### src/hw/rtl/sdm_ram.sv
// ----------------------------------------------------------------------------
// sdm_ram
// Generic simple dual-port RAM: one write port, one read port, registered read.
// ----------------------------------------------------------------------------
`timescale 1ns / 1ps
`default_nettype none

module sdm_ram #(
    parameter int WIDTH = 8,
    parameter int DEPTH = 256
) (
    input  wire logic                     clk,
    input  wire logic                     we,
    input  wire logic [$clog2(DEPTH)-1:0] waddr,
    input  wire logic [WIDTH-1:0]         wdata,
    input  wire logic [$clog2(DEPTH)-1:0] raddr,
    output logic      [WIDTH-1:0]         rdata
);

    logic [WIDTH-1:0] mem [DEPTH];

    always_ff @(posedge clk)
    begin
        if (we)
        begin
            mem[waddr] <= wdata;
        end
        rdata <= mem[raddr];
    end

endmodule

`default_nettype wire

### config.mk
export PLATFORM = sky130hd
export DESIGN_NAME = sdm_ram
export DESIGN_NICKNAME = d
export VERILOG_FILES = /design/src/hw/rtl/sdm_ram.sv
export SDC_FILE = /design/constraint.sdc
export NUM_CORES = 2
export LEC_CHECK = 0
export BUFFER_PORTS_ARGS = -buffer_cell sky130_fd_sc_hd__buf_4
export CORE_MARGIN = 10
export CORE_UTILIZATION = 47
export CTS_CLUSTER_SIZE = 8
export DETAILED_ROUTE_END_ITERATION = 7
export SLEW_MARGIN = 20
export SYNTH_ARGS = -nofsm -noshare
export SYNTH_HDL_FRONTEND = slang
export SYNTH_SLANG_ARGS = --single-unit
### constraint.sdc
create_clock -name clk -period 2.7 [get_ports clk]
set_input_delay 0.27 -clock clk [delete_from_list [all_inputs] [get_ports clk]]
set_output_delay 0.27 -clock clk [all_outputs]
set_load 0.02 [all_outputs]
==> Implementation_results.wiki <==
{| class="wikitable"
! Metric !! Value
|-
| Count of unresolved DRC violations after routing || 0
|-
| Highest attainable clock frequency || ~370 MHz
|-
| Synthesis-to-finish area growth || 19.9%
|-
| Max-Cap Viols || 0
|-
| Antenna violation net count after detailed routing || 0
|-
| Top-count cell post-synth || sky130_fd_sc_hd__edfxtp_1
|-
| Result of the run || finished clean
|-
| Endpoint required time on the critical path || approximately 3500 ps
|-
| Most used cell along the critical path || sky130_fd_sc_hd__buf_12
|-
| Critical path class || in2reg
|-
| Per-cell via count in the routed design || 6.08
|-
| Critical path startpoint category || input port
|-
| Leakage power summed over all cells || roughly 0.031 uW
|-
| Initial antenna violation count || 14
|-
| Endpoint of the lowest-slack register-to-register path || rdata[2]
|-
| Pin count of the biggest net entering global routing || just under 100
|-
| Post-route design area || about 95000 um2
|-
| Global-route wire length before repair || 298000 um
|-
| Vias after detailed routing || a little over 40000
|-
| Reg2Reg Setup Slack || 110 ps
|-
| Tcrit/Tclk final || 0.990
|-
| Die span in x || around 430 um
|-
| Largest buffer count on any clock path || 4
|-
| Cell with the largest stage delay on the worst path || sky130_fd_sc_hd__nor4_1
|-
| Number of buffers created by CTS || a little over 300
|-
| Share of layout cells above drive strength 1 || 0.331
|-
| Clock latency reported for the late side of the worst-skew pair || approximately 900 ps
|-
| Num Clock Sinks || ~2000
|-
| Syn_area_per_cell || approximately 21 um2
|-
| Headroom to the max-slew limit || 0.357
|-
| Filler Cell Count || 12400
|-
| Hold Path Cell Cnt || 3
|-
| Worst supply voltage drop on vdd || ~0.70 mV
|-
| Register area share after synthesis || 0.775
|-
| Count of endpoints failing hold in the final timing report || 0
|-
| Number of pins exceeding their max-slew limit in the final report || 0
|-
| Depth of the worst register-to-register path || 8
|-
| Final HPWL DP || 132000 um
|-
| RSZ-0062 raised after global routing || no
|-
| Total wire length after detailed routing || 205000 um
|-
| Kind of path behind the tightest hold check || in2reg
|-
| Cell family contributing the most delay on the critical path || buffers and inverters
|-
| Measured slew at the worst slew-check pin || ~960 ps
|-
| Min cycle time layout || 2670 ps
|-
| Setup slack after placement || -815 ps
|-
| Hold Startpoint || we
|-
| Wire length per cell after detailed routing || 30.3 um
|-
| Areal power density over the cells || roughly 750 nW/um2
|-
| EDFF count, synth || approximately 2000
|-
| Critical path capture point type || flip-flop
|-
| Number of instances in the synthesized netlist || 3733
|-
| Hold EP || mem[73][3]
|-
| Site row count || 150
|-
| H-tree depth reported by CTS || 5
|-
| Share of flip-flops with an asynchronous set or reset || 0
|-
| Initial core utilization || 0.474
|-
| Longest individual stage delay on the worst path || about 830 ps
|-
| Netlist Area Pre-Place || slightly below 80000 um2
|-
| Standard cell core area || approximately 170000 um2
|-
| Cell types occupying the most area after synthesis || sky130_fd_sc_hd__edfxtp_1 (77%), sky130_fd_sc_hd__mux4_2 (13%), sky130_fd_sc_hd__mux2i_1 (1.7%), sky130_fd_sc_hd__nor2_1 (1.3%), sky130_fd_sc_hd__a22oi_1 (1.3%)
|-
| Remaining Overflow, GRT || 0
|-
| Count of unique library cells instantiated by Yosys || 55
|-
| Yosys synthesis warning count || 0
|-
| Critical path cell sequence || buf_8, buf_12, buf_12, buf_12, buf_12, mux4_2, a22oi_1, a21oi_1, nor4_1, buf_4, nor4_1
|-
| Io pins || 34
|-
| DR iter-0 viols || just under 5000
|-
| Startpoint of the worst register-to-register path || mem[131][2]
|-
| Most instantiated cells after synthesis || sky130_fd_sc_hd__edfxtp_1 (2048), sky130_fd_sc_hd__mux4_2 (454), sky130_fd_sc_hd__nor2_1 (282), sky130_fd_sc_hd__mux2i_1 (134), sky130_fd_sc_hd__a22oi_1 (133)
|-
| Combined flip-flop and latch cell area || roughly 60000 um2
|-
| Setup TNS after final layout || 0 ps
|-
| Most common flop cell mapped by yosys || sky130_fd_sc_hd__edfxtp_1
|-
| Placed instance count || ~6400
|-
| Area after DPL || ~87000 um2
|-
| Number of flip-flops and latches in the synthesized netlist || 2056
|-
| Worst setup margin || 27.6 ps
|-
| GPL Wtd Cong || ~0.82
|-
| Root cell of the clock tree || sky130_fd_sc_hd__clkbuf_16
|-
| Full die area || 186000 um2
|-
| Total global-route track usage || 0.220
|-
| Synthesized netlist net count || roughly 3800
|-
| Final net count || 4553
|-
| Area fraction of the dominant cell type after synthesis || 0.773
|-
| Non-filler cells, final || 6779
|-
| Multi-input gate area || roughly 17000 um2
|-
| Port Buf Inserts || 33
|-
| Via count of the first global-routing pass || 41600
|-
| CP Max Fanout || 17
|-
| DR pass1 iterations || 7
|-
| Layout Skew || between 50 and 60 ps
|-
| Total of endpoints with negative setup slack in the final report || 0
|-
| Height of the chip || between 400 and 500 um
|-
| Instance count on the critical path || 11
|-
| Clock tree from TritonCTS || built
|-
| Buffering stage count on the worst path with inverters included || 6
|-
| Arrival time at the worst endpoint || 3470 ps
|-
| CTS clk-pin slew, worst paths || roughly 50 ps
|-
| Yosys top cell by area || sky130_fd_sc_hd__edfxtp_1
|}
==> per-layer routing <==
metal  track usage  share of wire  vias up
met5             0       0.000063        -
met4        0.0728          0.030        2
met3        0.0373          0.079      380
met2         0.340           0.47     1909
met1         0.319           0.42    21700
li1              -              -    17200
==> worst max-delay path by stage <==
stage	startpoint	end	slack, ps
5_1_grt	mem[131][2]	rdata[2]	4
2_1_floorplan	raddr[0]	rdata[2]	490
4_1_cts	mem[81][4]	rdata[4]	8
6_report	raddr[0]	rdata[1]	30
3_3_place_gp	raddr[0]	rdata[1]	-860
3_5_place_dp	raddr[0]	rdata[1]	-820
==> sequential cells by signal, indices dropped and copies added, names as in the netlist <==
signal and cells:
mem 2048, rdata 8
==> power breakdown <==
group	internal, uW	total (uW)	switching, uW
registers	35300	35300	63.6
logic	1500	3700	2200
clock network	20300	32900	12500
total	57100	71900	14800
==> cells in the final DEF, fill, tap and decap left out, types with 6 or more instances in the layout <==
cell type,n
sky130_fd_sc_hd__a22o_1,8
sky130_fd_sc_hd__o21ai_0,10
sky130_fd_sc_hd__a21oi_1,96
sky130_fd_sc_hd__diode_2,6
sky130_fd_sc_hd__nand3_2,6
sky130_fd_sc_hd__clkbuf_16,311
sky130_fd_sc_hd__clkbuf_1,31
sky130_fd_sc_hd__mux2i_1,134
sky130_fd_sc_hd__dfxtp_1,8
sky130_fd_sc_hd__nand2b_1,8
sky130_fd_sc_hd__a211oi_1,16
sky130_fd_sc_hd__nor4_1,21
sky130_fd_sc_hd__nand4_1,10
sky130_fd_sc_hd__buf_8,10
sky130_fd_sc_hd__nand3_1,28
sky130_fd_sc_hd__edfxtp_1,2048
sky130_fd_sc_hd__mux4_2,454
sky130_fd_sc_hd__buf_12,72
sky130_fd_sc_hd__o221ai_1,46
sky130_fd_sc_hd__nand2_1,33
sky130_fd_sc_hd__nor2b_1,28
sky130_fd_sc_hd__dlygate4sd3_1,10
sky130_fd_sc_hd__o22ai_1,28
sky130_fd_sc_hd__a22oi_1,133
sky130_fd_sc_hd__a221oi_1,13
sky130_fd_sc_hd__buf_4,626
sky130_fd_sc_hd__nor2_1,279
sky130_fd_sc_hd__nor3_1,21
sky130_fd_sc_hd__o211ai_1,10
sky130_fd_sc_hd__nor4_2,6
==> stage by stage <==
| stage | util | total power, uW | hold WS, ps |
|---|---|---|---|
| floorplan | - | 37600 | 369 |
| global placement | 0.520 | 39600 | 647 |
| detailed placement | 0.520 | 39600 | 648 |
| CTS | 0.568 | 72500 | 6.10 |
| global route | 0.568 | 74000 | 24.3 |
| finish | 0.568 | 71900 | 62.4 |
==> worst reg2reg max path, stage by stage (launching register included) <==
cell	delay (ps)
sky130_fd_sc_hd__edfxtp_1	350
sky130_fd_sc_hd__mux4_2	510
sky130_fd_sc_hd__mux4_2	460
sky130_fd_sc_hd__nor2_1	100
sky130_fd_sc_hd__a2111oi_0	100
sky130_fd_sc_hd__buf_4	180
sky130_fd_sc_hd__nor3_1	480
sky130_fd_sc_hd__buf_4	220
sky130_fd_sc_hd__nor4_2	40
==> cell type report <==
class                   instances  area share
clock inverters                 9     0.00117
well taps                    2204      0.0289
diodes                          6    0.000157
clock buffers                 342      0.0828
flip-flops and latches       2056       0.646
inverters                       2   0.0000787
multi-input cells            1442       0.173
repair buffers                718      0.0670
==> timing repair <==
item,4_1_cts,5_1_grt
hold buffers,10,0
resized for setup,2,1
hold endpoints to repair,568,0
buffers inserted,0,0
cloned,0,0
setup endpoints to repair,2,1
==> cell families after synthesis <==
logic type	share of synthesized area
mux	0.146
compound gates	0.0342
simple gates	0.0263
buf+inv	0.0183
flops	0.775
(Power assumes the default switching activity.)
